`src/hdl/ckh_pkg.sv`:
```
`timescale 1ns / 1ps
// ----------------------------------------------------------------------------
// ckh_pkg
// Shared types and constants for the canonical k-mer hash stream.
// ----------------------------------------------------------------------------
package ckh_pkg;

	localparam int MAX_KMER_DEF = 127;
	localparam int KMER_BITS    = 256;
	localparam int FIFO_DEPTH   = 2;

	localparam logic [63:0] MUR_M    = 64'hc6a4a7935bd1e995;
	localparam int          MUR_R    = 47;
	localparam logic [63:0] MUR_INIT = MUR_M << 5;

	localparam logic [6:0]  KMER_LENGTH_RST = 7'd31;
	localparam logic [31:0] HASH_SEED_RST   = 32'd2038074761;
	localparam logic [6:0]  HASH_BITS_RST   = 7'd24;

	localparam logic [1:0] CFG_KMER_LENGTH = 2'd0;
	localparam logic [1:0] CFG_HASH_SEED   = 2'd1;
	localparam logic [1:0] CFG_HASH_BITS   = 2'd2;

	typedef struct packed {
		logic                 hash_valid;
		logic                 bad_base;
		logic [KMER_BITS-1:0] kmer;
	} entry_t;

	typedef enum logic [1:0] {
		ST_IDLE,
		ST_MUL,
		ST_OUT
	} hash_state_t;

	typedef enum logic [1:0] {
		OP_V1,
		OP_V2,
		OP_H,
		OP_F
	} mul_op_t;

endpackage

```
`src/hdl/ckh_if.sv`:
```


interface ckh_out_if;
	logic        valid;
	logic        ready;
	logic        hash_valid;
	logic [63:0] kmer_hash;
	logic        bad_base;
	modport source (output valid, output hash_valid, output kmer_hash, output bad_base,
		input ready);
	modport sink (input valid, input hash_valid, input kmer_hash, input bad_base,
		output ready);
endinterface

```
`src/hdl/ckh_hash.sv`:
```
`timescale 1ns / 1ps
// ----------------------------------------------------------------------------
// ckh_hash
// Iterative murmur hash engine on one 32x32 multiplier, with output register.
// ----------------------------------------------------------------------------
module ckh_hash (
	input  logic            clk,
	input  logic            arst_n,
	input  logic            empty,
	input  ckh_pkg::entry_t pop_data,
	output logic            pop,
	input  logic [31:0]     hash_seed,
	input  logic [6:0]      hash_bits,
	ckh_out_if.source       hash_out
);
	import ckh_pkg::*;

	hash_state_t st_q, st_n;
	mul_op_t     op_q;
	logic [1:0]  sub_q, wi_q;
	logic [63:0] a_q, h_q, acc_q, prod, r, r_mix, word_nx, hmask;
	logic [31:0] a_part, b_part;
	logic [KMER_BITS-1:0] kmer_q;
	logic        hv_q, bad_q;
	logic [63:0] hash_q;

	assign a_part  = (sub_q == 2'd2) ? a_q[63:32] : a_q[31:0];
	assign b_part  = (sub_q == 2'd1) ? MUR_M[63:32] : MUR_M[31:0];
	assign prod    = a_part * b_part;
	assign r       = (sub_q == 2'd0) ? prod : acc_q + {prod[31:0], 32'd0};
	assign r_mix   = r ^ (r >> MUR_R);
	assign word_nx = kmer_q[{wi_q + 2'd1, 6'd0} +: 64];
	assign hmask   = (hash_bits >= 7'd64) ? '1 : ~({64{1'b1}} << hash_bits[5:0]);

	always_comb begin
		st_n = st_q;
		pop  = 1'b0;
		unique case (st_q)
			ST_IDLE: begin
				if (!empty) begin
					pop  = 1'b1;
					st_n = pop_data.hash_valid ? ST_MUL : ST_OUT;
				end
			end
			ST_MUL: begin
				if (sub_q == 2'd2 && op_q == OP_F) begin
					st_n = ST_OUT;
				end
			end
			ST_OUT: begin
				if (hash_out.ready) begin
					st_n = ST_IDLE;
				end
			end
			default: st_n = ST_IDLE;
		endcase
	end

	always_ff @(posedge clk or negedge arst_n) begin
		if (!arst_n) begin
			st_q  <= ST_IDLE;
			sub_q <= '0;
		end else begin
			st_q <= st_n;
			if (st_q == ST_MUL) begin
				sub_q <= (sub_q == 2'd2) ? 2'd0 : sub_q + 2'd1;
			end else begin
				sub_q <= '0;
			end
		end
	end

	always_ff @(posedge clk) begin
		if (st_q == ST_IDLE && !empty) begin
			kmer_q <= pop_data.kmer;
			hv_q   <= pop_data.hash_valid;
			bad_q  <= pop_data.bad_base;
			hash_q <= '0;
			h_q    <= {32'd0, hash_seed} ^ MUR_INIT;
			a_q    <= pop_data.kmer[63:0];
			wi_q   <= '0;
			op_q   <= OP_V1;
		end else if (st_q == ST_MUL) begin
			acc_q <= r;
			if (sub_q == 2'd2) begin
				unique case (op_q)
					OP_V1: begin
						a_q  <= r_mix;
						op_q <= OP_V2;
					end
					OP_V2: begin
						a_q  <= h_q ^ r;
						op_q <= OP_H;
					end
					OP_H: begin
						h_q <= r;
						if (wi_q == 2'd3) begin
							a_q  <= r_mix;
							op_q <= OP_F;
						end else begin
							a_q  <= word_nx;
							wi_q <= wi_q + 2'd1;
							op_q <= OP_V1;
						end
					end
					OP_F: hash_q <= r_mix & hmask;
					default: op_q <= OP_V1;
				endcase
			end
		end
	end

	assign hash_out.valid      = st_q == ST_OUT;
	assign hash_out.hash_valid = hv_q;
	assign hash_out.kmer_hash  = hash_q;
	assign hash_out.bad_base   = bad_q;

	a_zero_hash: assert property (@(posedge clk) disable iff (!arst_n)
		hash_out.valid && !hash_out.hash_valid |-> hash_out.kmer_hash == 64'd0)
		else $error("hash not zero on invalid result");
	a_excl: assert property (@(posedge clk) disable iff (!arst_n)
		hash_out.valid |-> !(hash_out.hash_valid && hash_out.bad_base))
		else $error("hash and bad base together");
	a_sub: assert property (@(posedge clk) disable iff (!arst_n)
		st_q == ST_MUL |-> sub_q != 2'd3)
		else $error("multiplier phase out of range");
	a_pop: assert property (@(posedge clk) disable iff (!arst_n)
		pop |=> st_q != ST_IDLE)
		else $error("entry popped but engine idle");

endmodule

```
`src/flat_wrapper.sv`:
```
// flat-port wrapper written by rule: the top's interface ports become plain ports
module ckh_hash_flat import ckh_pkg::*;
  (clk, arst_n, empty, pop_data, pop, hash_seed, hash_bits, hash_out_valid, hash_out_hash_valid, hash_out_kmer_hash, hash_out_bad_base, hash_out_ready);
  ckh_out_if hash_out_i ();
  input  logic clk;
  input  logic arst_n;
  input  logic empty;
  input  ckh_pkg::entry_t pop_data;
  output logic pop;
  input  logic [31:0] hash_seed;
  input  logic [6:0] hash_bits;
  output wire logic [$bits(hash_out_i.valid)-1:0] hash_out_valid;
  output wire logic [$bits(hash_out_i.hash_valid)-1:0] hash_out_hash_valid;
  output wire logic [$bits(hash_out_i.kmer_hash)-1:0] hash_out_kmer_hash;
  output wire logic [$bits(hash_out_i.bad_base)-1:0] hash_out_bad_base;
  input wire logic [$bits(hash_out_i.ready)-1:0] hash_out_ready;
  assign hash_out_valid = hash_out_i.valid;
  assign hash_out_hash_valid = hash_out_i.hash_valid;
  assign hash_out_kmer_hash = hash_out_i.kmer_hash;
  assign hash_out_bad_base = hash_out_i.bad_base;
  assign hash_out_i.ready = hash_out_ready;
  ckh_hash u_core (.clk(clk), .arst_n(arst_n), .empty(empty), .pop_data(pop_data), .pop(pop), .hash_seed(hash_seed), .hash_bits(hash_bits), .hash_out(hash_out_i));
endmodule
```
`config.mk`:
```
export PLATFORM = sky130hd
export DESIGN_NAME = ckh_hash_flat
export DESIGN_NICKNAME = d
export VERILOG_FILES = /design/src/hdl/ckh_pkg.sv /design/src/hdl/ckh_if.sv /design/src/hdl/ckh_hash.sv /design/src/flat_wrapper.sv
export SDC_FILE = /design/constraint.sdc
export NUM_CORES = 2
export LEC_CHECK = 0
export BUFFER_PORTS_ARGS = -buffer_cell sky130_fd_sc_hd__buf_2
export CAP_MARGIN = 5
export CORE_MARGIN = 2
export CORE_UTILIZATION = 55
export CTS_CLUSTER_DIAMETER = 120
export DETAILED_ROUTE_END_ITERATION = 6
export PLACE_DENSITY_LB_ADDON = 0.2
export SYNTH_ARGS = -nofsm -noshare
export SYNTH_HDL_FRONTEND = slang
export SYNTH_SLANG_ARGS = --single-unit
```
`constraint.sdc`:
```
create_clock -name clk -period 28.1 [get_ports clk]
set_input_delay 7.025 -clock clk [delete_from_list [all_inputs] [get_ports clk]]
set_output_delay 7.025 -clock clk [all_outputs]
set_load 0.02 [all_outputs]
```
==> flow_summary.yaml <==
cts:
  cts.htree.levels: 2
  clk_pin_slew_ps: 60
  clock_latency_ps: 580
  root_buffer: "clkbuf_16"
  cts_inserted_buffers: 47
  cts_buffer_depth: 3
  tritoncts: "done"
  clock-sinks: 522
  post_cts_buffers: 0
  cts-resized-gates: 0
  ctsHoldBuffers: 0
critical_path:
  cp-end-kind: "output port"
  slowest_stage: "or3_4"
  cpMostUsedCell: "buf_2"
  path_max_fanout: 66
  required_ps: 21080
  crit_buf_inv: 3
  critPathMaxStageDelay_ps: 580
  path_class: "input pin to output port"
  crit_arrival_ps: 8550
  crit_path_start_kind: "input pin"
  cpLargestDelayFamily: "buffers and inverters"
  crit_chain: "buf_2 -> or3_4 -> inv_8 -> buf_2"
synthesis:
  syn_area_per_cell_um2: 10.8
  synthFlopType: "edfxtp_1"
  synthCells: 4465
  synth_seq_cells: 522
  synthArstFlopShare_pct: 0.766
  synthDistinctLibCells: 81
  synth_edf_count: 435
  synth_warnings: 0
  ys_seq_area_share_pct: 30.7
  synth_area_mm2: 0.0482
layout:
  drive_gt1_share_pct: 13.1
  syn_to_final_growth_pct: 9.48
  fin_nets: 6100
  instances_no_fill: 5950
  final_cell_mix: "inv_1 (827), fa_1 (607), ha_1 (438)"
  fin_area_mm2: 0.0528
  multi_input_area_mm2: 0.0296
  fillers: 7310
  layout_commonest_cell: "inv_1"
  regArea_mm2: 0.0148
grt:
  antenna_found_initial: 10
  track_usage_pct: 35.4
  grt_pass1_vias: 36390
  grt_max_degree: 90
  grt_pass1_wl_mm: 233
  grt_overflow: 0
sta:
  final_hold_viol_count: 0
  finalSetupTns_ps: 0
  setup_violations: 0
  maxSlewViolCount: 0
  relSlewSlack_pct: 17.6
  fin_worst_skew_ps: 33.7
  min_period_ps: 15570
  period_share_pct: 55.4
  holdWs_ps: 457
  rsz0062_at_grt: "false"
  fmax_mhz: 64.2
  tightest_slew_ps: 1230
floorplan:
  io_pins: 369
  core_mm2: 0.0869
  die_w_um: 300
  die_h_um: 300
  rows: 108
  initial_core_util_pct: 55.5
  die_area_mm2: 0.0901
routing:
  drt-total-wl_mm: 157
  drc: 0
  avgRoutedWirePerCell_um: 26.4
  vias: 35420
  drt-initial-drc-count: 3802
  ant_nets: 0
  first_pass_iters: 7
  drt-vias-per-instance: 5.95
outcome:
  status: "completed"
placed_design:
  hpwl_mm: 129
  port_buffers: 368
  place_inst: 5859
  postPlaceCellArea_mm2: 0.0513
  gp_congestion: 1.03
run:
  timing.max_cap.violations: 0
hold_path:
  hold_path_class: "flip-flop to flip-flop"
## kinds of logic (layout without fill, tap and decap cells)
| logic type | count (synthesis) | count (layout) | synth area share, % |
|---|---|---|---|
| multiplexers | 134 | 134 | 4.49 |
| adder cells (fa/ha/maj) | 1046 | 1046 | 36.6 |
| XOR/XNOR | 142 | 142 | 2.61 |
| AND/OR/NAND/NOR | 852 | 852 | 7.72 |
| flip-flops | 522 | 522 | 30.7 |
| buffers and inverters | 1022 | 1345 | 7.97 |
| AO/OA/AOI/OAI | 745 | 745 | 9.89 |
| other | 2 | 9 | 0.0156 |
## registers in the layout, summed over array words and instances, names as in the netlist
register,count
u_core.a_q,64
u_core.acc_q,64
u_core.h_q,64
u_core.hash_out.bad_base,1
u_core.hash_out.hash_valid,1
u_core.hash_out.kmer_hash,64
u_core.kmer_q,256
u_core.op_q,2
u_core.st_q,2
u_core.sub_q,2
u_core.wi_q,2
## cell type report
class / count / share of cell area, %
inverter: 834 / 5.94
multi-input combinational: 2924 / 56.1
clock buffer: 69 / 2.48
antenna: 4 / 0.0190
timing repair buffer: 424 / 4.28
sequential: 522 / 28.1
tap: 1155 / 2.74
clock inverter: 18 / 0.336
## synth_stat cells, drive strengths merged, types with 28 or more instances
master	number	area, um^2
inv	830	3120
fa	607	12200
ha	439	5490
edfxtp	435	13100
nand2	357	1340
nor2	255	957
a21oi	214	1080
o21ai	195	980
clkbuf	165	619
xnor2	102	893
dfxtp	83	1660
mux4	64	1440
nand3	56	280
mux2i	49	490
a21o	46	345
xor2	39	342
a31oi	34	213
nor3	30	150
a22oi	29	218
and3	28	175
or2	28	175
## metrics by stage
step / util (%) / setup slack [ps]
after floorplan: - / 5690
after global placement: 59.1 / 12600
after detailed placement: 59.1 / 12590
after CTS: 60.8 / 12600
after global routing: 60.8 / 12500
final: 60.8 / 12530
## routing by layer
metal | vias to the layer above | wire length (um) | global-route usage [%] | part of all wire, %
li1 | 15502 | - | - | -
met1 | 17644 | 60300 | 47.0 | 38
met2 | 1850 | 72600 | 56.5 | 46
met3 | 416 | 15000 | 6.59 | 9.5
met4 | 8 | 9360 | 17.1 | 6.0
met5 | - | 55 | 0 | 0.035
## worst reg2reg max path, delay by kind of cell, from the launching register on
family,cells,cell delay (ps)
flip-flops,1,470
AND/OR/NAND/NOR,8,1790
multiplexers,3,730
buffers and inverters,7,1790
adder cells (fa/ha/maj),10,4550
AO/OA/AOI/OAI,8,2160
XOR/XNOR,1,400
## path summary, 6_finish.rpt
check                                               from                             to  slack, ps  cells after the start
setup reg to reg                         u_core.sub_q[1]                 u_core.a_q[15]      15940                     37
max in group asynchronous                         arst_n                u_core.sub_q[0]      21710                      1
hold reg to reg            u_core.hash_out.kmer_hash[50]  u_core.hash_out.kmer_hash[50]        460                      2
hold / removal             u_core.hash_out.kmer_hash[50]  u_core.hash_out.kmer_hash[50]        460                      2
min in group asynchronous                         arst_n                 u_core.st_q[1]       6250                      1
setup / recovery                                   empty                            pop      12530                      4
Power is left out: the tool's default activity adds up to more than one toggle a clock period on the data nets, which glitch-free logic cannot reach.
