--- src/hdl/ckh_pkg.sv ---
`timescale 1ns / 1ps
// ----------------------------------------------------------------------------
// ckh_pkg
// Shared types and constants for the canonical k-mer hash stream.
// ----------------------------------------------------------------------------
package ckh_pkg;

	localparam int MAX_KMER_DEF = 127;
	localparam int KMER_BITS    = 256;
	localparam int FIFO_DEPTH   = 2;

	localparam logic [63:0] MUR_M    = 64'hc6a4a7935bd1e995;
	localparam int          MUR_R    = 47;
	localparam logic [63:0] MUR_INIT = MUR_M << 5;

	localparam logic [6:0]  KMER_LENGTH_RST = 7'd31;
	localparam logic [31:0] HASH_SEED_RST   = 32'd2038074761;
	localparam logic [6:0]  HASH_BITS_RST   = 7'd24;

	localparam logic [1:0] CFG_KMER_LENGTH = 2'd0;
	localparam logic [1:0] CFG_HASH_SEED   = 2'd1;
	localparam logic [1:0] CFG_HASH_BITS   = 2'd2;

	typedef struct packed {
		logic                 hash_valid;
		logic                 bad_base;
		logic [KMER_BITS-1:0] kmer;
	} entry_t;

	typedef enum logic [1:0] {
		ST_IDLE,
		ST_MUL,
		ST_OUT
	} hash_state_t;

	typedef enum logic [1:0] {
		OP_V1,
		OP_V2,
		OP_H,
		OP_F
	} mul_op_t;

endpackage

--- src/hdl/ckh_if.sv ---
`timescale 1ns / 1ps
// ----------------------------------------------------------------------------
// ckh_in_if / ckh_out_if
// Valid/ready channels for characters in and hash results out.
// ----------------------------------------------------------------------------
interface ckh_in_if;
	logic       valid;
	logic       ready;
	logic [7:0] base_char;
	logic       last_of_read;
	modport source (output valid, output base_char, output last_of_read, input ready);
	modport sink (input valid, input base_char, input last_of_read, output ready);
endinterface


--- src/hdl/ckh_front.sv ---
`timescale 1ns / 1ps
// ----------------------------------------------------------------------------
// ckh_front
// Decodes characters, updates forward and reverse-complement windows, picks
// the canonical k-mer and queues one entry per transaction.
// ----------------------------------------------------------------------------
module ckh_front #(
	parameter int MAX_KMER = ckh_pkg::MAX_KMER_DEF
) (
	input  logic           clk,
	input  logic           arst_n,
	ckh_in_if.sink         base_in,
	input  logic [6:0]     kmer_length,
	output logic           push,
	output ckh_pkg::entry_t push_data,
	input  logic           full
);
	import ckh_pkg::*;

	localparam int W  = 2 * MAX_KMER;
	localparam int KW = $clog2(MAX_KMER + 1);

	logic [W-1:0]  fwd_q, rev_q, fwd_n, rev_n, mask, pick;
	logic [KW-1:0] run_q, run_n, k_eff;
	logic [1:0]    code;
	logic          good, hv, acc;

	assign base_in.ready = !full;
	assign acc = base_in.valid && base_in.ready;

	always_comb begin
		good = 1'b1;
		code = 2'd0;
		case (base_in.base_char)
			8'h41, 8'h61: code = 2'd0;
			8'h43, 8'h63: code = 2'd1;
			8'h47, 8'h67: code = 2'd2;
			8'h54, 8'h74: code = 2'd3;
			default:      good = 1'b0;
		endcase
	end

	always_comb begin
		if (kmer_length == 7'd0) begin
			k_eff = KW'(1);
		end else if (int'(kmer_length) > MAX_KMER) begin
			k_eff = KW'(MAX_KMER);
		end else begin
			k_eff = KW'(kmer_length);
		end
	end

	assign mask  = ~({W{1'b1}} << {k_eff, 1'b0});
	assign fwd_n = ((fwd_q << 2) | W'(code)) & mask;
	assign rev_n = ((rev_q >> 2) | (W'(~code) << {k_eff - KW'(1), 1'b0})) & mask;
	assign run_n = (run_q == KW'(MAX_KMER)) ? run_q : run_q + KW'(1);
	assign hv    = run_n >= k_eff;
	assign pick  = (rev_n < fwd_n) ? rev_n : fwd_n;

	always_ff @(posedge clk or negedge arst_n) begin
		if (!arst_n) begin
			fwd_q <= '0;
			rev_q <= '0;
			run_q <= '0;
		end else if (acc) begin
			if (!good || base_in.last_of_read) begin
				fwd_q <= '0;
				rev_q <= '0;
				run_q <= '0;
			end else begin
				fwd_q <= fwd_n;
				rev_q <= rev_n;
				run_q <= run_n;
			end
		end
	end

	assign push                 = acc;
	assign push_data.hash_valid = good && hv;
	assign push_data.bad_base   = !good;
	assign push_data.kmer       = KMER_BITS'(pick);

endmodule

--- src/flat_wrapper.sv ---
// flat-port wrapper written by rule: the top's interface ports become plain ports
module ckh_front_flat import ckh_pkg::*;
#(
	parameter int MAX_KMER = ckh_pkg::MAX_KMER_DEF
)
  (clk, arst_n, kmer_length, push, push_data, full, base_in_valid, base_in_base_char, base_in_last_of_read, base_in_ready);
  ckh_in_if base_in_i ();
  input  logic clk;
  input  logic arst_n;
  input  logic [6:0] kmer_length;
  output logic push;
  output ckh_pkg::entry_t push_data;
  input  logic full;
  input wire logic [$bits(base_in_i.valid)-1:0] base_in_valid;
  input wire logic [$bits(base_in_i.base_char)-1:0] base_in_base_char;
  input wire logic [$bits(base_in_i.last_of_read)-1:0] base_in_last_of_read;
  output wire logic [$bits(base_in_i.ready)-1:0] base_in_ready;
  assign base_in_i.valid = base_in_valid;
  assign base_in_i.base_char = base_in_base_char;
  assign base_in_i.last_of_read = base_in_last_of_read;
  assign base_in_ready = base_in_i.ready;
  ckh_front #(.MAX_KMER(MAX_KMER)) u_core (.clk(clk), .arst_n(arst_n), .base_in(base_in_i), .kmer_length(kmer_length), .push(push), .push_data(push_data), .full(full));
endmodule
--- config.mk ---
export PLATFORM = sky130hd
export DESIGN_NAME = ckh_front_flat
export DESIGN_NICKNAME = d
export VERILOG_FILES = /design/src/hdl/ckh_pkg.sv /design/src/hdl/ckh_if.sv /design/src/hdl/ckh_front.sv /design/src/flat_wrapper.sv
export SDC_FILE = /design/constraint.sdc
export NUM_CORES = 2
export LEC_CHECK = 0
export ABC_AREA = 1
export BUFFER_PORTS_ARGS = -buffer_cell sky130_fd_sc_hd__buf_2
export CORE_MARGIN = 3
export CORE_UTILIZATION = 34
export DETAILED_ROUTE_END_ITERATION = 10
export GPL_TIMING_DRIVEN = 1
export REMOVE_ABC_BUFFERS = 1
export SYNTH_ARGS = -nofsm -noshare
export SYNTH_HDL_FRONTEND = slang
export SYNTH_SLANG_ARGS = --single-unit
--- constraint.sdc ---
create_clock -name clk -period 7.43 [get_ports clk]
set_input_delay 0.743 -clock clk [delete_from_list [all_inputs] [get_ports clk]]
set_output_delay 0.743 -clock clk [all_outputs]
set_load 0.02 [all_outputs]
==> results.rst <==
.. list-table::
   :header-rows: 1

   * - Metric
     - Value
   * - Final Cell Area
     - 41980 um^2
   * - Post-Synthesis Cells
     - 5142
   * - Critical Path AT
     - 6.48 ns
   * - Top-level port count
     - 280
   * - Sum Neg Setup Slack
     - 0 ns
   * - Die span in x
     - 329.6 um
   * - Post-Place Cell Area
     - 39950 um^2
   * - Fin crit share
     - 97.24%
   * - Clock buffer count from CTS
     - 61
   * - Wire length of the first global-routing pass
     - 211200 um
   * - Max stage delay on crit path
     - 0.47 ns
   * - Count of H-tree levels built during CTS
     - 2
   * - Reg2reg setup slack
     - 5.50 ns
   * - Critical path class
     - input pin to primary output
   * - CP startpoint kind
     - input pin
   * - Commonest cells after routing, fill and taps aside
     - 1224 x inv_1, 900 x nand2_1, 511 x dfrtp_1, 470 x nor2_1, 470 x o22ai_1
   * - Post-layout min period
     - 7.225 ns
   * - Mapped cell area
     - 35600 um^2
   * - Async S/R FF share, synth
     - 100.0%
   * - Critical Path Slowest Stage Cell
     - a21oi_1
   * - Post-CTS setup repair buffer count
     - 0
   * - Bufs on Longest Clock Path
     - 3
   * - Syn avg cell area
     - 6.924 um^2
   * - Hold Buf Count CTS
     - 0
   * - Post-CTS clock slew at the launch and capture registers of the worst setup and hold paths
     - 0.06 ns
   * - Routed wire per std cell
     - 20.35 um
   * - Number of pins with negative max-slew slack in the final report
     - 0
   * - Total power density per cell area
     - 191.3 nW/um^2
   * - Max Clock Skew
     - 0.02579 ns
   * - Number of library cell types mapped by synthesis
     - 45
   * - Main synth FF type
     - dfrtp_1
   * - Int Power
     - 5185 uW
   * - Max-slew headroom at the worst pin
     - 25.28%
   * - Worst vdd ir
     - 0.2016 mV
   * - Setup Viol. Count Final
     - 0
   * - Worst-skew pair later-pin latency
     - 0.66 ns
   * - Number of placed instances with taps included
     - 6776
   * - Reg-to-Reg End
     - u_core.run_q[5]
   * - Initial Utilization
     - 34.35%
   * - Detailed-route wire length
     - 140200 um
   * - Post-synth EDFFs
     - 0
   * - Clock tree from TritonCTS
     - yes
   * - Non-filler cells in the finished layout
     - 6888
   * - HPWL after DPL
     - 102200 um
   * - Setup repair after global routing missed its margin
     - true
   * - Number of max-capacitance violations reported
     - 0
   * - Area enclosed by the die boundary
     - 108600 um^2
   * - Total number of vias
     - 36040
   * - Chip height
     - 329.6 um
   * - Actual slew at the worst max-slew pin
     - 1.121 ns
   * - Gate family responsible for the most delay along the worst path
     - simple AND/OR/NAND/NOR gates
   * - Worst EP required
     - 6.69 ns
   * - Antenna violations before repair
     - 17
   * - Portion of the post-synthesis area used by sequential elements
     - 35.92%
   * - CTS Sinks
     - 511
   * - Worst min-delay path category
     - input pin to async pin
   * - Most frequent standard cell in the layout excluding fill and tap cells
     - inv_1
   * - Number of warning messages in the yosys log
     - 0
   * - Status
     - finished clean
   * - Crit path capture type
     - primary output
   * - Startpoint of the most critical register-to-register path
     - u_core.run_q[0]
   * - Total of fill cells in the finished design
     - 11060
   * - Routability congestion estimate from global placement
     - 0.9435
   * - Detailed-route DRC error count
     - 0
   * - Number of flip-flops and latches in the synthesized netlist
     - 511
   * - Starting DRC count in detailed routing
     - 3779
   * - Buffer type at the clock tree root
     - clkbuf_16
   * - Average vias per placed instance
     - 5.232
   * - Fraction of final layout cells sized beyond drive strength 1
     - 12.05%
   * - Cell Rows
     - 118
   * - Maximum number of pins on one net before global-route repair
     - 169
   * - Sum of buffers and inverters on the critical path
     - 10
   * - Portion of total power attributed to the clock network
     - 37.6%
   * - Achievable frequency
     - 138.4 MHz
   * - Logic gate share of total power
     - 27.6%
   * - Antenna Nets Post-Route
     - 0
   * - IO buf count
     - 276
   * - Overall track demand over capacity in global routing
     - 25.24%
   * - Total congestion overflow after global routing
     - 0
   * - Net switching fraction of the power
     - 35.44%
   * - Switching pwr
     - 2846 uW
   * - Hold violation count in the final report
     - 0
   * - Static Leakage
     - 0.02084 uW
   * - Maximum fanout along the worst path
     - 54
   * - Area delta synth->final
     - 17.92%
   * - Vias in the first global route
     - 34750
   * - Number of detailed-route iterations in the first pass
     - 6
   * - Reg power frac
     - 34.8%
   * - Most repeated library cell on the critical path
     - nand2_1
   * - Area of the core
     - 103600 um^2
   * - Nets@finish
     - 5743
   * - Worst r2r path cells
     - 9
   * - Total design power
     - 8031 uW
==> routing by layer <==
layer / routed length, um / up-vias / global-route usage, %
met5: 86 / - / 0
met4: 5405 / 14 / 8.884
met3: 11910 / 247 / 4.814
met2: 62770 / 1432 / 39.96
met1: 59990 / 17140 / 34.36
li1: - / 17200 / -
==> state kept, by name, indices dropped and copies added (netlist names) <==
signal	count
u_core.rev_q	252
u_core.fwd_q	252
u_core.run_q	7
==> per-stage QoR <==
step / worst slack [ns] / utilization (%) / hold slack (ns)
detailed placement: 0.1045 / 38.55 / 0.4707
CTS: 0.08655 / 40.41 / 0.2042
floorplan: -21.38 / - / 0.4474
finish: 0.2047 / 40.51 / 0.1674
global route: -0.006980 / 40.49 / 0.2068
global placement: 0.1000 / 38.55 / 0.4670
==> cell families (layout without fill, tap and decap cells) <==
kind of cell / count (synthesis) / count (layout) / share of synthesized area [%]
buf+inv: 1512 / 1872 / 16.43
flops: 511 / 511 / 35.92
xor+xnor: 5 / 5 / 0.1230
fa+ha+maj: 264 / 264 / 9.278
other cells: 1 / 7 / 0.01053
simple gates: 1804 / 1804 / 20.95
compound gates: 1045 / 1045 / 17.30
==> Yosys cell counts, drive strengths merged, types with 2 or more instances <==
cell / instances / area [um^2]
inv: 1236 / 4642
o221a: 2 / 22.52
clkbuf: 194 / 728.2
o21a: 6 / 45.04
xor2: 5 / 43.79
nand3: 329 / 1647
nor3: 21 / 105.1
nand2: 910 / 3451
o22ai: 470 / 2940
nor2: 478 / 1841
dfrtp: 511 / 12790
o32ai: 5 / 43.79
o211ai: 5 / 37.54
nand4: 52 / 325.3
nor4: 10 / 62.56
a31oi: 71 / 444.2
o31ai: 21 / 157.7
and3: 2 / 12.51
o2111ai: 7 / 61.31
buf: 81 / 474.2
o21ai: 140 / 704.4
a21oi: 282 / 1411
o221ai: 12 / 105.1
a221oi: 3 / 26.28
a211oi: 19 / 142.6
ha: 264 / 3303
==> power by group through the flow <==
stage               registers, uW  logic, uW  clock network, uW
detailed placement           2840       2180                  0
global route                 2790       2380               3180
global placement             2840       2170                  0
floorplan                    2840       1120                  0
CTS                          2790       2190               3070
finish                       2790       2220               3020
==> worst register-to-register path: cells and delay by family, from the launching register on <==
kind	cells	cell delay, ns
fa+ha+maj	1	0.18
xor+xnor	1	0.19
compound gates	1	0.09
simple gates	5	0.86
flops	1	0.39
buf+inv	1	0.08
==> area by class of cell <==
class / count / area (um^2) / area share (%)
Clock inverter: 17 / 167.7 / 0.3994
Antenna cell: 5 / 12.51 / 0.02980
Tap cell: 1380 / 1727 / 4.113
Clock buffer: 90 / 1765 / 4.205
Inverter: 1237 / 4654 / 11.09
Multi-Input combinational cell: 3120 / 17100 / 40.72
Sequential cell: 511 / 12790 / 30.46
Timing Repair Buffer: 528 / 3772 / 8.986
==> worst max path at each step <==
stage | end | slack, ns | start | cells past startpoint
after floorplan | push_data[0] | -21.38 | kmer_length[4] | 24
after global placement | push_data[194] | 0.10 | kmer_length[3] | 30
after detailed placement | push_data[194] | 0.10 | kmer_length[3] | 30
after CTS | push_data[194] | 0.09 | kmer_length[3] | 30
after global routing | push_data[4] | -0.007 | kmer_length[3] | 34
final | push_data[195] | 0.20 | kmer_length[3] | 35
==> what timing repair did <==
action | 4_1_cts | 5_1_grt
endpoints found under the setup margin | 0 | 254
endpoints found under the hold margin | 0 | 0
resized for setup | 0 | 18
Note: power is estimated with default switching activity, not from simulation.
