==> src/hdl/ckh_pkg.sv <==
`timescale 1ns / 1ps
// ----------------------------------------------------------------------------
// ckh_pkg
// Shared types and constants for the canonical k-mer hash stream.
// ----------------------------------------------------------------------------
package ckh_pkg;

	localparam int MAX_KMER_DEF = 127;
	localparam int KMER_BITS    = 256;
	localparam int FIFO_DEPTH   = 2;

	localparam logic [63:0] MUR_M    = 64'hc6a4a7935bd1e995;
	localparam int          MUR_R    = 47;
	localparam logic [63:0] MUR_INIT = MUR_M << 5;

	localparam logic [6:0]  KMER_LENGTH_RST = 7'd31;
	localparam logic [31:0] HASH_SEED_RST   = 32'd2038074761;
	localparam logic [6:0]  HASH_BITS_RST   = 7'd24;

	localparam logic [1:0] CFG_KMER_LENGTH = 2'd0;
	localparam logic [1:0] CFG_HASH_SEED   = 2'd1;
	localparam logic [1:0] CFG_HASH_BITS   = 2'd2;

	typedef struct packed {
		logic                 hash_valid;
		logic                 bad_base;
		logic [KMER_BITS-1:0] kmer;
	} entry_t;

	typedef enum logic [1:0] {
		ST_IDLE,
		ST_MUL,
		ST_OUT
	} hash_state_t;

	typedef enum logic [1:0] {
		OP_V1,
		OP_V2,
		OP_H,
		OP_F
	} mul_op_t;

endpackage

==> src/hdl/ckh_fifo.sv <==
`timescale 1ns / 1ps
// ----------------------------------------------------------------------------
// ckh_fifo
// Short queue between the window front end and the hash engine.
// ----------------------------------------------------------------------------
module ckh_fifo (
	input  logic            clk,
	input  logic            arst_n,
	input  logic            push,
	input  ckh_pkg::entry_t push_data,
	output logic            full,
	input  logic            pop,
	output ckh_pkg::entry_t pop_data,
	output logic            empty
);
	import ckh_pkg::*;

	localparam int PW = $clog2(FIFO_DEPTH);

	entry_t          mem_q [FIFO_DEPTH];
	logic [PW-1:0]   wr_q, rd_q;
	logic [PW:0]     cnt_q;

	assign full     = cnt_q == (PW+1)'(FIFO_DEPTH);
	assign empty    = cnt_q == '0;
	assign pop_data = mem_q[rd_q];

	always_ff @(posedge clk) begin
		if (push) begin
			mem_q[wr_q] <= push_data;
		end
	end

	always_ff @(posedge clk or negedge arst_n) begin
		if (!arst_n) begin
			wr_q  <= '0;
			rd_q  <= '0;
			cnt_q <= '0;
		end else begin
			if (push) begin
				wr_q <= (wr_q == PW'(FIFO_DEPTH - 1)) ? '0 : wr_q + PW'(1);
			end
			if (pop) begin
				rd_q <= (rd_q == PW'(FIFO_DEPTH - 1)) ? '0 : rd_q + PW'(1);
			end
			cnt_q <= cnt_q + (PW+1)'(push) - (PW+1)'(pop);
		end
	end

endmodule

==> config.mk <==
export PLATFORM = sky130hd
export DESIGN_NAME = ckh_fifo
export DESIGN_NICKNAME = d
export VERILOG_FILES = /design/src/hdl/ckh_pkg.sv /design/src/hdl/ckh_fifo.sv
export SDC_FILE = /design/constraint.sdc
export NUM_CORES = 1
export LEC_CHECK = 0
export BUFFER_PORTS_ARGS = -buffer_cell sky130_fd_sc_hd__buf_2
export CORE_AREA = 2 2 202 204
export DETAILED_ROUTE_END_ITERATION = 6
export DIE_AREA = 0 0 204 206
export GPL_TIMING_DRIVEN = 0
export MAX_ROUTING_LAYER = met4
export PLACE_DENSITY = 0.76
export SYNTH_ARGS = -nofsm -noshare
export SYNTH_HDL_FRONTEND = slang
export SYNTH_SLANG_ARGS = --single-unit
export TNS_END_PERCENT = 5
==> constraint.sdc <==
create_clock -name clk -period 17.8 [get_ports clk]
set_input_delay 0.89 -clock clk [delete_from_list [all_inputs] [get_ports clk]]
set_output_delay 0.89 -clock clk [all_outputs]
set_load 0.1 [all_outputs]
==> impl_metrics.yaml, run 1 <==
cts:
  cts.reportedPaths.clkPinSlew_ns: 0.06
  post-cts-setup-buffers: 0
  clkLatencyLatePin_ns: 0.57
  postCtsResizedCells: 0
  root_buffer: "clkbuf_16"
  cts_tree: "yes"
  cts_made_buffers: 51
  hold_buffers: 0
  cts_sinks: 520
  cts-htree-levels: 2
  clk_path_buf_depth: 3
route:
  wl_per_cell_um: 20.77
  drcViolationCount: 0
  drtAntennaViolNets: 0
  dr.pass1.iters: 5
  dr.first_iter.drc_count: 413
  dr_total_vias: 9788
  finalWirelength_mm: 41.43
  routed_via_density: 4.906
die:
  die_x_um: 204
  dieArea_um2: 42020
  start_util_pct: 48.92
  rows: 74
  die_h_um: 206
  io_pins: 522
  core_um2: 40180
final_layout:
  area_growth_pct: 26.95
  fill_cells: 2896
  layout-drive-gt1-share_pct: 61.89
  multi_input_area_um2: 3762
  fin_area_um2: 24950
  fin_nets: 1669
  ff_latch_area_um2: 15600
setup_path:
  ff2ff_setup_slack_ns: 15.52
  r2r_cells: 5
  reg2reg_from: "wr_q"
  regToRegEndpoint: "mem_q[0][218]"
  cp_data_arrival_time_ns: 2.18
  required_ns: 16.91
  cp_max_fo: 10
  startpoint_type: "register"
  crit_path_end_kind: "output pin"
  path_class: "reg -> out"
timing:
  period_needed_ns: 3.072
  clock.fmax_mhz: 325.6
  post-route-period-util_pct: 17.26
  slew_viol_final: 0
  tightestPinTransition_ns: 0.7316
  fin_skew_ns: 0.01336
  rsz0062_at_grt: "no"
  finalSetupViolations: 0
  hold_viol_final: 0
  slew_headroom_pct: 51.12
job:
  maxCapViolCount: 0
placed_design:
  place.gp.congestion: 0.7739
  dp_hpwl_mm: 29.37
  io_buffer_count: 521
  dpl-instance-area_um2: 23250
status:
  status: "finished clean"
yosys:
  synth_warnings: 0
  synth_seq_cells: 520
  ys_seq_area_share_pct: 79.34
  synth_area_um2: 19660
  ys_types: 13
  netlist_instances: 818
  syn_area_per_cell_um2: 24.03
  syn_nets: 1082
global_route:
  grt-ovfl-total: 0
  grt_use_total_pct: 19.65
  grt_pass1_wl_mm: 58.97
  antenna_found_initial: 17
  grt_pass1_vias: 10160
  grt_start_max_net_pins: 66
worst_hold_path:
  hold_path.class: "in -> async"
-- cells by family after synthesis --
| family | after synthesis | synth area share (%) |
|---|---|---|
| xor gates and xnor gates | 3 | 0.2101 |
| DFF | 520 | 79.34 |
| muxes | 258 | 18.64 |
| buffers and inverters | 31 | 1.572 |
| and+or+nand+nor | 4 | 0.1146 |
| adders and majority gates | 2 | 0.1273 |
-- sequential cells by signal, summed over array words and instances, names as in the netlist --
signal / cells
rd_q: 1
wr_q: 1
mem_q: 516
cnt_q: 2
-- synth_stat cells --
master,count,area [um2]
edfxtp_1,516,15490
mux2_4,202,3033
mux2_2,56,630.6
buf_6,25,281.5
buf_2,4,20.02
dfrtp_1,4,100.1
ha_1,2,25.02
inv_1,2,7.510
nor2b_1,2,12.51
xor2_1,2,17.52
and2_1,1,6.260
nor2_1,1,3.750
xor3_1,1,23.77
-- worst max-delay path, stage by stage, from the launching register on --
cell     delay, ns
dfrtp_1       0.35
buf_6         0.14
buf_6         0.25
buf_6         0.23
mux2_4        0.32
buf_2         0.30
-- stage by stage --
step	worst slack (ns)	setup TNS [ns]	instances	hold slack, ns	utilization [%]
6_report	14.73	0	1995	0.1222	62.10
3_5_place_dp	14.86	0	1884	0.5418	57.87
3_3_place_gp	-1.666	-423.16	1871	0.4674	57.06
2_1_floorplan	4.896	0	818	0.4531	-
4_1_cts	14.62	0	1978	0.07872	61.99
5_1_grt	14.62	0	1995	0.08837	62.10
-- worst max path at each step --
stage / start / end / slack, ns / cells past startpoint
after floorplan: push / mem_q[0][0] / 4.90 / 1
after global placement: push / mem_q[0][60] / -1.67 / 2
after detailed placement: push / mem_q[0][218] / 14.86 / 6
after CTS: rd_q / pop_data[189] / 14.62 / 5
after global routing: rd_q / pop_data[189] / 14.62 / 5
final: rd_q / pop_data[47] / 14.73 / 5
-- metal layers --
layer	track usage, %	wire length, um	vias to the layer above
met5	-	0	-
met2	33.58	21750	377
met1	21.08	14680	4857
li1	-	-	4487
met3	6.686	3883	67
met4	7.893	1125	0
-- cell usage in the layout (no fill, tap or decap), types with 4 or more instances in the layout --
cell and count:
buf_12 6, clkinv_2 8, clkbuf_1 11, buf_16 7
mux2_2 56, bufinv_16 5, buf_2 525, mux2_4 202
clkbuf_16 53, dfrtp_1 4, clkinv_1 11, diode_2 17
buf_6 25, edfxtp_1 516
-- final cells by class --
class	count	share of cell area [%]
multi-input cells	267	15.08
diodes	17	0.1705
inverters	2	0.03008
clock inverters	28	1.058
repair buffers	534	11.70
clock buffers	66	5.591
plain buffers	29	1.208
well taps	532	2.667
flip-flops and latches	520	62.50
Power of run 1 is left out: the tool's default activity adds up to more than one toggle a clock period on the data nets, which glitch-free logic cannot reach.
==> run 2, diff against run 1 <==
--- a/config.mk
+++ b/config.mk
@@ -5,13 +5,14 @@
 export SDC_FILE = /design/constraint.sdc
 export NUM_CORES = 1
 export LEC_CHECK = 0
+export ABC_AREA = 1
 export BUFFER_PORTS_ARGS = -buffer_cell sky130_fd_sc_hd__buf_2
 export CORE_AREA = 2 2 202 204
 export DETAILED_ROUTE_END_ITERATION = 6
 export DIE_AREA = 0 0 204 206
 export GPL_TIMING_DRIVEN = 0
 export MAX_ROUTING_LAYER = met4
-export PLACE_DENSITY = 0.76
+export PLACE_DENSITY = 0.74
 export SYNTH_ARGS = -nofsm -noshare
 export SYNTH_HDL_FRONTEND = slang
 export SYNTH_SLANG_ARGS = --single-unit
==> constraint.sdc (replaced) <==
create_clock -name clk -period 3.2 [get_ports clk]
set_input_delay 0.16 -clock clk [delete_from_list [all_inputs] [get_ports clk]]
set_output_delay 0.16 -clock clk [all_outputs]
set_load 0.1 [all_outputs]
==> run 2 against run 1 <==
  * Worst setup slack worse by 14 ns
  * Sequential share of layout area is 5.1 points lower
  * Wire length is 36% higher
  * First-iteration DRC count grew to 2.7 times the previous value
  * Final area is 8.8% higher
  * Die area stayed put
  * Register-to-register slack worse by 14 ns
  * Critical path type unchanged
  * Utilization is 5.5 points higher
  * Via count is 45% higher
  * Global-route usage is 7.2 points higher
==> impl_metrics.yaml, run 2 <==
route:
  drcViolationCount: 0
  wl_per_cell_um: 20.05
  wl_met3_mm: 5.724
  dr.first_iter.drc_count: 1104
  top_layer: "met4"
  dr.pass1.iters: 5
  met2_length_mm: 28.74
  finalWirelength_mm: 56.33
  dr_total_vias: 14150
  met1Wirelength_mm: 19.80
  drtAntennaViolNets: 0
  routed_via_density: 5.038
timing:
  rsz0062_at_grt: "no"
  tightestPinTransition_ns: 0.6537
  clock.fmax_mhz: 357.8
  slew_headroom_pct: 56.42
  fin_skew_ns: 0.01191
  period_needed_ns: 2.795
  slew_viol_final: 0
  hold_viol_final: 0
  post-route-period-util_pct: 87.34
  holdWs_ns: 0.2987
  finalSetupViolations: 0
  fin_ws_ns: 0.4050
yosys:
  synthTopCellsByArea: "edfxtp_1 (80%), inv_1 (5.2%), nand2_1 (5.1%)"
  yosys.area.top_type: "edfxtp_1"
  synth_edf_count: 516
  ys_seq_area_share_pct: 81.02
  synth_area_um2: 19250
  synth_most_common_cell: "edfxtp_1"
  synth_top_area_share_pct: 80.50
  ys_types: 14
  netlist_top_cells_count: "edfxtp_1 (516), inv_1 (265), nand2_1 (264)"
  synth-async-reset-ratio_pct: 0.7692
  syn_area_per_cell_um2: 14.03
  netlist_instances: 1372
  synth_seq_cells: 520
  syn_nets: 1636
  synth_warnings: 0
  synthFlopType: "edfxtp_1"
die:
  io_pins: 522
  die_x_um: 204
  rows: 74
  start_util_pct: 47.90
  die_h_um: 206
  dieArea_um2: 42020
  core_um2: 40180
global_route:
  grt_use_total_pct: 26.85
  grt-ovfl-total: 0
  grt_pass1_vias: 14490
  grt_start_max_net_pins: 42
  grt_pass1_wl_mm: 82.16
  antenna_found_initial: 11
final_layout:
  layout-drive-gt1-share_pct: 28.30
  top_regs: "mem_q (516), cnt_q (2)"
  utilization_pct: 67.57
  fin_area_um2: 27150
  layout.cells.most_common_list: "buf_2 (532), edfxtp_1 (516), inv_1 (264)"
  area_growth_pct: 41.07
  final_common_cell: "buf_2"
  fin_nets: 2490
  largest_reg_flops: 516
  largest_register: "mem_q"
cts:
  cts.reportedPaths.clkPinSlew_ns: 0.06
  root_buffer: "clkbuf_16"
  post-cts-setup-buffers: 0
  cts_made_buffers: 52
  hold_buffers: 262
  clkLatencyLatePin_ns: 0.58
  cts_sinks: 520
  cts_tree: "yes"
  clk_path_buf_depth: 3
  postCtsResizedCells: 0
  cts-htree-levels: 2
setup_path:
  path_class: "reg -> out"
  crit_path_end_kind: "output pin"
  cp_data_arrival_time_ns: 2.63
  required_ns: 3.04
  cp_max_fo: 10
  startpoint_type: "register"
placed_design:
  dp_slack_ns: 0.9311
  dpl-instance-area_um2: 22890
  io_buffer_count: 521
  dp_hpwl_mm: 33.93
  place.gp.congestion: 0.8122
worst_hold_path:
  hold_path.class: "in -> reg"
job:
  maxCapViolCount: 0
status:
  status: "finished clean"
==> run 2: worst max-delay path, cell delays in order (launching register included) <==
cell and delay, ns:
dfrtp_1 0.43, buf_2 0.34, clkbuf_1 0.55, o21ai_0 0.35
buf_2 0.38
==> run 2: cell families (layout without fill, tap and decap cells) <==
group                    count (synthesis)  after routing  share of synthesized area (%)
buffers and inverters                  322           1215                          6.819
AND/OR/NAND/NOR                        268            268                          5.233
other                                    0             12                              0
adder cells (fa/ha/maj)                  2              2                         0.1300
XOR/XNOR                                 2              2                        0.09102
flip-flops                             520            520                          81.02
AO/OA/AOI/OAI                          258            258                          6.708
==> run 2: final cells by class <==
cell class | count | area, um2
Buffer | 57 | 317.8
Antenna cell | 12 | 30.03
Multi-Input combinational cell | 530 | 2351
Inverter | 265 | 998.5
Sequential cell | 520 | 15600
Tap cell | 532 | 665.6
Clock buffer | 63 | 1364
Fill cell | 2562 | 13030
Timing Repair Buffer | 800 | 5585
Clock inverter | 30 | 246.5
==> run 2: worst paths after layout <==
path | start | cells past startpoint | slack, ns | to
setup / recovery | rd_q | 4 | 0.41 | pop_data[173]
hold / removal | push_data[78] | 2 | 0.30 | mem_q[1][78]
setup reg to reg | wr_q | 5 | 1.06 | mem_q[1][174]
hold reg to reg | wr_q | 1 | 0.58 | wr_q
max in group asynchronous | arst_n | 3 | 2.48 | rd_q
min in group asynchronous | arst_n | 3 | 0.54 | cnt_q[0]
==> run 2: metrics by stage <==
stage	setup TNS, ns	cells
floorplan	-779.22	1372
CTS	0	2797
global route	0	2808
finish	0	2809
detailed placement	0	2442
global placement	-1886.81	2425
==> run 2: metal layers <==
metal | track usage (%) | up-vias
met5 | - | -
met4 | 9.834 | 0
met3 | 7.647 | 143
met2 | 46.55 | 801
met1 | 29.61 | 6824
li1 | - | 6384
Power of run 2 is left out for the same reason.
